File: src/rtl/tsq_pkg.sv
// tsq_pkg: shared types and constants for the touch sample qualifier
// request and result structs, action codes, register indexes and sequencer states
// no dependencies
package tsq_pkg;

	localparam int SAMPLE_W   = 12;
	localparam int SAMPLE_LSB = 3;
	localparam int ADDR_W     = 5;
	localparam int DATA_W     = 32;
	localparam int REG_IDX_W  = 3;
	localparam int DIV_STEPS  = 32;
	localparam int DIV_CNT_W  = 5;
	localparam int ROUND_ADD  = 2047;
	localparam int P_SHIFT    = 17;
	localparam int MOVE_MIN   = 5;

	localparam logic [SAMPLE_W-1:0] X_OPEN = (1 << SAMPLE_W) - 1;

	localparam logic [2:0] ACT_REPEAT  = 3'd0;
	localparam logic [2:0] ACT_NEXT    = 3'd1;
	localparam logic [2:0] ACT_REJECT  = 3'd2;
	localparam logic [2:0] ACT_DONE    = 3'd3;
	localparam logic [2:0] ACT_START   = 3'd4;
	localparam logic [2:0] ACT_RELEASE = 3'd5;
	localparam logic [2:0] ACT_IDLE    = 3'd6;

	localparam logic [1:0] COORD_Y  = 2'd0;
	localparam logic [1:0] COORD_X  = 2'd1;
	localparam logic [1:0] COORD_Z1 = 2'd2;
	localparam logic [1:0] COORD_Z2 = 2'd3;

	localparam logic [REG_IDX_W-1:0] REG_PLATES    = 3'd0;
	localparam logic [REG_IDX_W-1:0] REG_DB_LIMIT  = 3'd1;
	localparam logic [REG_IDX_W-1:0] REG_DB_TOL    = 3'd2;
	localparam logic [REG_IDX_W-1:0] REG_DB_REPEAT = 3'd3;
	localparam logic [REG_IDX_W-1:0] REG_PLATE_OHM = 3'd4;
	localparam logic [REG_IDX_W-1:0] REG_P_LIMIT   = 3'd5;

	typedef struct packed {
		logic        mode;
		logic [15:0] raw_word;
		logic        pen_line;
	} sample_t;

	typedef struct packed {
		logic [2:0]          action;
		logic [1:0]          coord_index;
		logic                touch_event;
		logic                report_valid;
		logic [SAMPLE_W-1:0] pos_x;
		logic [SAMPLE_W-1:0] pos_y;
		logic [15:0]         pressure;
	} result_t;

	typedef enum logic [1:0] {
		DB_REPEAT,
		DB_ACCEPT,
		DB_ABANDON
	} db_code_t;

	typedef enum logic [3:0] {
		S_IDLE,
		S_EVAL,
		S_PREP,
		S_MUL_X,
		S_MUL_P,
		S_DIV,
		S_ROUND,
		S_FIN,
		S_EMIT
	} state_t;

endpackage

File: src/rtl/touch_sample_qualifier.sv
// touch_sample_qualifier: debounce, pressure and pen tracking for touch samples
// single module with sequencer, shared multiplier and iterative divider
// depends on tsq_pkg
//
// One request is taken at a time and yields exactly one result. A poll tick or a
// reply that does not complete a set passes through EVAL and EMIT, where it loads
// the result register; the block takes no new request until it is back in IDLE.
// A reply that completes a set in plate mode goes on from EVAL through PREP, two
// passes through the shared 32x16 multiplier (MUL_X, MUL_P), 32 steps of the
// restoring divider (one quotient bit per cycle), ROUND and FIN before EMIT. In
// two-coordinate mode, or when x (an open x reads as zero) or z1 is zero, a completing
// reply goes from PREP straight to FIN. The result register lets the next request
// be taken while the previous result is still stalled; a second result waits in the
// sequencer until the first one is taken.
module touch_sample_qualifier import tsq_pkg::*; (
	input  logic              clk,
	input  logic              arst_n,
	input  logic              sample_valid,
	output logic              sample_stall,
	input  sample_t           sample,
	output logic              result_valid,
	input  logic              result_stall,
	output result_t           result,
	input  logic              psel,
	input  logic              penable,
	input  logic              pwrite,
	input  logic [ADDR_W-1:0] paddr,
	input  logic [DATA_W-1:0] pwdata,
	output logic [DATA_W-1:0] prdata,
	output logic              pready
);

	function automatic logic [SAMPLE_W-1:0] absdiff(
		input logic [SAMPLE_W-1:0] a,
		input logic [SAMPLE_W-1:0] b
	);
		absdiff = (a > b) ? (a - b) : (b - a);
	endfunction

	// configuration
	logic                plates_q;
	logic [7:0]          db_limit_q;
	logic [SAMPLE_W-1:0] db_tol_q;
	logic [7:0]          db_repeat_q;
	logic [15:0]         plate_ohm_q;
	logic [15:0]         p_limit_q;

	// control state
	state_t              state_q, state_nxt;
	logic [1:0]          coord_sel_q;
	logic [7:0]          read_cnt_q;
	logic [8:0]          cons_cnt_q;
	logic [SAMPLE_W-1:0] prev_q;
	logic                touched_q;
	logic [SAMPLE_W-1:0] last_x_q;
	logic [SAMPLE_W-1:0] last_y_q;
	logic [DIV_CNT_W-1:0] div_cnt_q;
	logic                out_valid_q;

	// payload
	sample_t             item_q;
	logic [SAMPLE_W-1:0] coord_q [4];
	logic [31:0]         acc_q;
	logic [SAMPLE_W-1:0] rem_q;
	logic [15:0]         rt_q;
	result_t             res_q;
	result_t             out_q;

	logic                cfg_wr;
	logic [REG_IDX_W-1:0] cfg_idx;
	logic                out_load;

	logic [SAMPLE_W-1:0] v;
	db_code_t            db_code;
	logic [7:0]          rc_nxt;
	logic [8:0]          cons_nxt;
	logic                prev_upd;
	logic [7:0]          lim_eff;
	logic [8:0]          cons_inc;
	logic                set_end;
	logic [2:0]          sel_inc;
	result_t             eval_res;

	logic [SAMPLE_W-1:0] x_f;
	logic                calc_needed;
	logic [15:0]         mul_b;
	logic [31:0]         prod;
	logic [SAMPLE_W:0]   rem_sh;
	logic [SAMPLE_W:0]   rem_diff;
	logic                q_bit;
	logic [32:0]         rnd_sum;
	logic                p_over;
	logic                moved;
	result_t             fin_res;

	assign cfg_wr  = psel && penable && pwrite && pready;
	assign cfg_idx = paddr[ADDR_W-1:2];
	assign pready  = 1'b1;

	always_comb begin
		prdata = '0;
		case (cfg_idx)
			REG_PLATES:    prdata = {31'd0, plates_q};
			REG_DB_LIMIT:  prdata = {24'd0, db_limit_q};
			REG_DB_TOL:    prdata = {{(DATA_W-SAMPLE_W){1'b0}}, db_tol_q};
			REG_DB_REPEAT: prdata = {24'd0, db_repeat_q};
			REG_PLATE_OHM: prdata = {16'd0, plate_ohm_q};
			REG_P_LIMIT:   prdata = {16'd0, p_limit_q};
			default:       prdata = '0;
		endcase
	end

	// reply evaluation and debounce
	assign v        = item_q.raw_word[SAMPLE_LSB +: SAMPLE_W];
	assign lim_eff  = (db_limit_q < 8'd2) ? 8'd2 : db_limit_q;
	assign cons_inc = cons_cnt_q + 9'd1;
	assign sel_inc  = {1'b0, coord_sel_q} + 3'd1;
	assign set_end  = sel_inc >= (plates_q ? 3'd4 : 3'd2);

	always_comb begin
		db_code  = DB_ACCEPT;
		rc_nxt   = read_cnt_q;
		cons_nxt = cons_cnt_q;
		prev_upd = 1'b0;
		if (db_limit_q != 8'd0) begin
			if (read_cnt_q == 8'd0 || absdiff(prev_q, v) > db_tol_q) begin
				cons_nxt = '0;
				if (read_cnt_q < lim_eff) begin
					prev_upd = 1'b1;
					rc_nxt   = read_cnt_q + 8'd1;
					db_code  = DB_REPEAT;
				end else begin
					rc_nxt  = '0;
					db_code = DB_ABANDON;
				end
			end else if (cons_inc > {1'b0, db_repeat_q}) begin
				rc_nxt   = '0;
				cons_nxt = '0;
				db_code  = DB_ACCEPT;
			end else begin
				cons_nxt = cons_inc;
				rc_nxt   = (read_cnt_q == 8'hff) ? read_cnt_q : read_cnt_q + 8'd1;
				db_code  = DB_REPEAT;
			end
		end
	end

	always_comb begin
		eval_res = '0;
		if (item_q.mode) begin
			if (item_q.pen_line) begin
				eval_res.action = ACT_START;
			end else if (touched_q) begin
				eval_res.action = ACT_RELEASE;
			end else begin
				eval_res.action = ACT_IDLE;
			end
		end else begin
			case (db_code)
				DB_REPEAT: begin
					eval_res.action      = ACT_REPEAT;
					eval_res.coord_index = coord_sel_q;
				end
				DB_ABANDON: eval_res.action = ACT_REJECT;
				DB_ACCEPT: begin
					eval_res.action      = ACT_NEXT;
					eval_res.coord_index = sel_inc[1:0];
				end
				default: eval_res.action = ACT_REJECT;
			endcase
		end
	end

	// pressure datapath
	assign x_f         = (coord_q[COORD_X] == X_OPEN) ? '0 : coord_q[COORD_X];
	assign calc_needed = plates_q && (x_f != '0) && (coord_q[COORD_Z1] != '0);
	assign mul_b       = (state_q == S_MUL_X) ? {{(16-SAMPLE_W){1'b0}}, x_f} : plate_ohm_q;
	assign prod        = acc_q * {16'd0, mul_b};
	assign rem_sh      = {rem_q, acc_q[31]};
	assign rem_diff    = rem_sh - {1'b0, coord_q[COORD_Z1]};
	assign q_bit       = rem_sh >= {1'b0, coord_q[COORD_Z1]};
	assign rnd_sum     = {1'b0, acc_q} + 33'(ROUND_ADD);

	assign p_over = rt_q > p_limit_q;
	assign moved  = (absdiff(x_f, last_x_q) > SAMPLE_W'(MOVE_MIN))
		&& (absdiff(coord_q[COORD_Y], last_y_q) > SAMPLE_W'(MOVE_MIN));

	always_comb begin
		fin_res = '0;
		if (p_over) begin
			fin_res.action = ACT_REJECT;
		end else begin
			fin_res.action = ACT_DONE;
			if (rt_q != 16'd0) begin
				fin_res.touch_event = !touched_q;
				if (moved) begin
					fin_res.report_valid = 1'b1;
					fin_res.pos_x        = x_f;
					fin_res.pos_y        = coord_q[COORD_Y];
					fin_res.pressure     = rt_q;
				end
			end
		end
	end

	// sequencer
	always_comb begin
		state_nxt = state_q;
		case (state_q)
			S_IDLE:  if (sample_valid) state_nxt = S_EVAL;
			S_EVAL: begin
				if (!item_q.mode && db_code == DB_ACCEPT && set_end) begin
					state_nxt = S_PREP;
				end else begin
					state_nxt = S_EMIT;
				end
			end
			S_PREP:  state_nxt = calc_needed ? S_MUL_X : S_FIN;
			S_MUL_X: state_nxt = S_MUL_P;
			S_MUL_P: state_nxt = S_DIV;
			S_DIV:   if (div_cnt_q == DIV_CNT_W'(DIV_STEPS - 1)) state_nxt = S_ROUND;
			S_ROUND: state_nxt = S_FIN;
			S_FIN:   state_nxt = S_EMIT;
			S_EMIT:  if (!out_valid_q || !result_stall) state_nxt = S_IDLE;
			default: state_nxt = S_IDLE;
		endcase
	end

	always_comb begin
		sample_stall = state_q != S_IDLE;
		out_load     = (state_q == S_EMIT) && (!out_valid_q || !result_stall);
		result_valid = out_valid_q;
		result       = out_q;
	end

	always_ff @(posedge clk or negedge arst_n) begin
		if (!arst_n) begin
			plates_q    <= 1'b1;
			db_limit_q  <= '0;
			db_tol_q    <= '0;
			db_repeat_q <= '0;
			plate_ohm_q <= 16'd400;
			p_limit_q   <= 16'hffff;
			state_q     <= S_IDLE;
			coord_sel_q <= COORD_Y;
			read_cnt_q  <= '0;
			cons_cnt_q  <= '0;
			prev_q      <= '0;
			touched_q   <= 1'b0;
			last_x_q    <= '0;
			last_y_q    <= '0;
			div_cnt_q   <= '0;
			out_valid_q <= 1'b0;
		end else begin
			state_q <= state_nxt;
			if (cfg_wr) begin
				case (cfg_idx)
					REG_PLATES:    plates_q    <= pwdata[0];
					REG_DB_LIMIT:  db_limit_q  <= pwdata[7:0];
					REG_DB_TOL:    db_tol_q    <= pwdata[SAMPLE_W-1:0];
					REG_DB_REPEAT: db_repeat_q <= pwdata[7:0];
					REG_PLATE_OHM: plate_ohm_q <= pwdata[15:0];
					REG_P_LIMIT:   p_limit_q   <= pwdata[15:0];
					default: ;
				endcase
			end
			if (state_q == S_EVAL) begin
				if (item_q.mode) begin
					if (item_q.pen_line) begin
						coord_sel_q <= COORD_Y;
					end else if (touched_q) begin
						touched_q <= 1'b0;
					end
				end else begin
					read_cnt_q <= rc_nxt;
					cons_cnt_q <= cons_nxt;
					if (prev_upd) prev_q <= v;
					if (db_code == DB_ABANDON) begin
						coord_sel_q <= COORD_Y;
					end else if (db_code == DB_ACCEPT) begin
						coord_sel_q <= set_end ? COORD_Y : sel_inc[1:0];
					end
				end
			end
			if (state_q == S_MUL_P) div_cnt_q <= '0;
			if (state_q == S_DIV) div_cnt_q <= div_cnt_q + DIV_CNT_W'(1);
			if (state_q == S_FIN && !p_over && rt_q != 16'd0) begin
				touched_q <= 1'b1;
				last_x_q  <= coord_q[COORD_X];
				last_y_q  <= coord_q[COORD_Y];
			end
			if (out_load) begin
				out_valid_q <= 1'b1;
			end else if (!result_stall) begin
				out_valid_q <= 1'b0;
			end
		end
	end

	always_ff @(posedge clk) begin
		if (state_q == S_IDLE && sample_valid) item_q <= sample;
		case (state_q)
			S_EVAL: begin
				res_q <= eval_res;
				if (!item_q.mode && db_code == DB_ACCEPT) coord_q[coord_sel_q] <= v;
			end
			S_PREP: begin
				acc_q <= {{(32-SAMPLE_W){1'b0}}, coord_q[COORD_Z2]}
					- {{(32-SAMPLE_W){1'b0}}, coord_q[COORD_Z1]};
				if (!plates_q) begin
					rt_q <= {1'b0, p_limit_q[15:1]};
				end else begin
					rt_q <= '0;
				end
			end
			S_MUL_X: acc_q <= prod;
			S_MUL_P: begin
				acc_q <= prod;
				rem_q <= '0;
			end
			S_DIV: begin
				acc_q <= {acc_q[30:0], q_bit};
				rem_q <= q_bit ? rem_diff[SAMPLE_W-1:0] : rem_sh[SAMPLE_W-1:0];
			end
			S_ROUND: rt_q  <= {1'b0, rnd_sum[31:P_SHIFT]};
			S_FIN:   res_q <= fin_res;
			default: ;
		endcase
		if (out_load) out_q <= res_q;
	end

endmodule

File: config.mk
export PLATFORM = sky130hd
export DESIGN_NAME = touch_sample_qualifier
export DESIGN_NICKNAME = d
export VERILOG_FILES = /design/src/rtl/tsq_pkg.sv /design/src/rtl/touch_sample_qualifier.sv
export SDC_FILE = /design/constraint.sdc
export NUM_CORES = 2
export LEC_CHECK = 0
export ABC_AREA = 1
export BUFFER_PORTS_ARGS = -buffer_cell sky130_fd_sc_hd__buf_4
export CAP_MARGIN = 20
export CORE_MARGIN = 5
export CORE_UTILIZATION = 55
export DETAILED_ROUTE_END_ITERATION = 8
export PLACE_DENSITY = 0.73
export SLEW_MARGIN = 10
export SYNTH_ARGS = -nofsm -noshare
export SYNTH_HDL_FRONTEND = slang
export SYNTH_SLANG_ARGS = --single-unit
File: constraint.sdc
create_clock -name clk -period 8.9 [get_ports clk]
set_clock_uncertainty 0.2 [all_clocks]
set_input_delay 1.335 -clock clk [delete_from_list [all_inputs] [get_ports clk]]
set_output_delay 1.335 -clock clk [all_outputs]
set_load 0.05 [all_outputs]
==> impl_metrics.json <==
{
  "status": "complete, no violations",
  "setup-violations-final": 0,
  "vias": 24954,
  "worstPathMaxFanout": 18,
  "die_area_sq_mm": 0.0621,
  "start_util_pct": 55.7,
  "routed_wl_mm": 85.2,
  "drv_slew": 0,
  "dieHeight_um": 249,
  "vias_per_cell": 5.56,
  "clockBufferDepth": 3,
  "synth_edf_count": 213,
  "synth_top_flop_cell": "edfxtp_1",
  "cts_root_buf": "clkbuf_16",
  "clk_pin_slew_worst_paths_ps": 70,
  "critical_path_required_ps": 8980,
  "coreArea_sq_mm": 0.0565,
  "yosysTopAreaCell": "edfxtp_1",
  "fillerInstances": 4847,
  "cts.sinks": 340,
  "synth-xor-area-share_pct": 2.51,
  "synthSimpleGateAreaFrac_pct": 18.1,
  "wl_per_cell_um": 19.0,
  "area_delta_synth_final_pct": 8.22,
  "antenna_found_initial": 1,
  "place_hpwl_mm": 65.2,
  "fmaxAchievable_ghz": 0.118,
  "drv_cap": 0,
  "grt_pass1_wl_mm": 135,
  "ys_seq_area_share_pct": 30.5,
  "synth_adder_area_share_pct": 28.2,
  "synth_seq_cells": 340,
  "cts_setup_buffers": 0,
  "crit_slowest_cell": "fa_1",
  "synth_top_family_by_area": "adder cells",
  "ys_top_cells_by_area": "edfxtp_1, fa_1, nand2_1",
  "fp.dieW_um": 249,
  "synthCells": 3640,
  "final_antenna_net_count": 0,
  "gp_congestion": 0.977,
  "worst_pin_slew_ps": 1060,
  "overflow": 0,
  "arrival_ps": 8550,
  "period_share_pct": 95.2,
  "crit_path_start_kind": "register",
  "crit_type": "reg2reg",
  "port_buffers": 103,
  "htree_levels": 2,
  "pin_count": 144,
  "fp-row-count": 87,
  "drc": 0,
  "synth_top_area_share_pct": 20.3,
  "synthMuxAreaShare_pct": 0.103,
  "avgSynthCellArea_sq_um": 8.64,
  "setup.worst_path.end_class": "register",
  "rsz0062_at_grt": "false",
  "syn_area_sq_mm": 0.0315,
  "hold_viol": 0,
  "async_reset_ff_share_pct": 37.4,
  "yosysWarnings": 0,
  "fin_tns_setup_ps": 0,
  "slowest_delay_ps": 540,
  "grt_start_max_net_pins": 84,
  "cts_buffers": 35,
  "drt-pass1-iter-count": 7,
  "layout.nets": 4285,
  "layout-drive-gt1-share_pct": 9.25,
  "synth_compound_area_share_pct": 9.49,
  "max_slew_margin_pct": 29.0,
  "timing.final.crit_period_ps": 8470,
  "synth_cell_types": 67,
  "gr-usage-all-layers_pct": 27.1,
  "initialDrtViolationCount": 2444,
  "min_path_type": "reg2reg",
  "tritoncts": "built",
  "clk_latency_ps": 550,
  "grt_pass1_vias": 24783
}
-- worst max-delay path: cells and delay by family (launching register included) --
kind	cells	cell delay [ps]
adder cells (fa/ha/maj)	7	3310
AND/OR/NAND/NOR	14	2720
buffers and inverters	7	1070
flip-flops	1	440
AO/OA/AOI/OAI	4	410
-- cells in the mapped netlist, types with 8 or more instances --
library cell	instances
nand2_1	726
nor2_1	300
o21ai_1	18
edfxtp_1	213
nor2_4	41
nor4_1	11
a21oi_1	167
buf_2	11
nor3_1	33
o21ai_0	202
a31oi_1	11
o221ai_1	17
nand4_1	29
xnor2_1	22
inv_2	21
dfstp_2	20
nand2_2	17
o211ai_1	25
a21o_1	12
dfrtp_1	107
or2_2	8
ha_1	209
o22ai_1	10
xor2_1	68
clkbuf_1	80
nand3_1	107
buf_6	8
fa_1	313
buf_4	28
inv_1	699
o21a_1	8
-- area by class of cell --
cell class / count / area, sq um / area share (%)
diodes: 1 / 2.50 / 0.00735
clock buffers: 52 / 1040 / 3.06
clock inverters: 12 / 141 / 0.415
inverters: 726 / 2730 / 8.02
multi-input cells: 2455 / 18500 / 54.3
flip-flops and latches: 340 / 9600 / 28.2
well taps: 756 / 946 / 2.78
repair buffers: 143 / 1110 / 3.25
-- logic make-up (layout without fill, tap and decap cells) --
group | Yosys count | in the layout
multiplexers | 3 | 3
buffers and inverters | 861 | 933
XOR/XNOR | 90 | 90
other | 2 | 19
AO/OA/AOI/OAI | 521 | 521
AND/OR/NAND/NOR | 1301 | 1301
adder cells (fa/ha/maj) | 522 | 522
flip-flops | 340 | 340
-- metal layers --
layer  global-route usage [%]  vias up  part of all wire (%)
met5                        0        -                 0.012
li1                         -    11534                     -
met1                     38.8    12007                    42
met3                     4.84      210                   9.5
met4                     8.75        2                   3.8
met2                     42.4     1201                    45
-- registers in the layout, indices dropped and copies added, names as in the netlist, 2 cells and up --
signal / cells
acc_q: 32
cons_cnt_q: 9
coord_q: 48
coord_sel_q: 2
db_limit_q: 8
db_repeat_q: 8
db_tol_q: 12
div_cnt_q: 5
item_q: 14
last_x_q: 12
last_y_q: 12
p_limit_q: 16
plate_ohm_q: 16
prev_q: 12
read_cnt_q: 8
rem_q: 12
res_q: 46
result: 46
rt_q: 15
state_q: 4
-- stage by stage --
| stage | setup WS, ps | utilization, % | instances | hold slack (ps) | area, sq um |
|---|---|---|---|---|---|
| after floorplan | 1840 | - | 3656 | 200 | 31500 |
| after global placement | 583 | 58.0 | 4411 | 201 | 32800 |
| after detailed placement | 522 | 58.0 | 4412 | 205 | 32800 |
| after CTS | 491 | 60.1 | 4476 | 211 | 33900 |
| after global routing | 27.1 | 60.2 | 4484 | 220 | 34000 |
| final | 427 | 60.3 | 4485 | 210 | 34000 |
-- worst paths after layout --
kind / start / endpoint / slack [ps] / cells past startpoint
setup / recovery: state_q[3]$_DFFE_PN0P_ / acc_q[26]$_DFFE_PP_ / 430 / 32
hold / removal: res_q[41]$_SDFFCE_PN0P_ / result[41]$_DFFE_PP_ / 210 / 0
setup reg to reg: state_q[3]$_DFFE_PN0P_ / acc_q[26]$_DFFE_PP_ / 430 / 32
hold reg to reg: res_q[41]$_SDFFCE_PN0P_ / result[41]$_DFFE_PP_ / 210 / 0
max in group asynchronous: arst_n / last_x_q[6]$_DFFE_PN0P_ / 6640 / 2
min in group asynchronous: arst_n / plate_ohm_q[13]$_DFFE_PN0P_ / 640 / 1
-- repair_timing --
action | in CTS | in global routing
endpoints found under the setup margin | 0 | 1
hold buffers | 0 | 0
hold endpoints to repair | 0 | 0
resized for setup | 0 | 1
-- cells in the final DEF (no fill, tap or decap), drive strengths merged, types with 4 or more instances in the layout --
master | synthesis | final
a21boi | 5 | 5
a21o | 12 | 12
a21oi | 172 | 172
a31oi | 11 | 11
buf | 53 | 143
clkbuf | 82 | 52
clkinv | 5 | 9
conb | 2 | 18
dfrtp | 107 | 107
dfstp | 20 | 20
edfxtp | 213 | 213
fa | 313 | 313
ha | 209 | 209
inv | 721 | 724
nand2 | 748 | 748
nand3 | 112 | 112
nand3b | 7 | 7
nand4 | 29 | 29
nor2 | 347 | 347
nor3 | 35 | 35
nor4 | 11 | 11
o2111ai | 4 | 4
o211ai | 25 | 25
o21a | 8 | 8
o21ai | 225 | 225
o21bai | 7 | 7
o221ai | 17 | 17
o22ai | 10 | 10
o31ai | 7 | 7
or2 | 9 | 9
xnor2 | 22 | 22
xor2 | 68 | 68
Power is not shown: default switching activity piles up to over one toggle a cycle in this logic, so the estimate is an artifact.
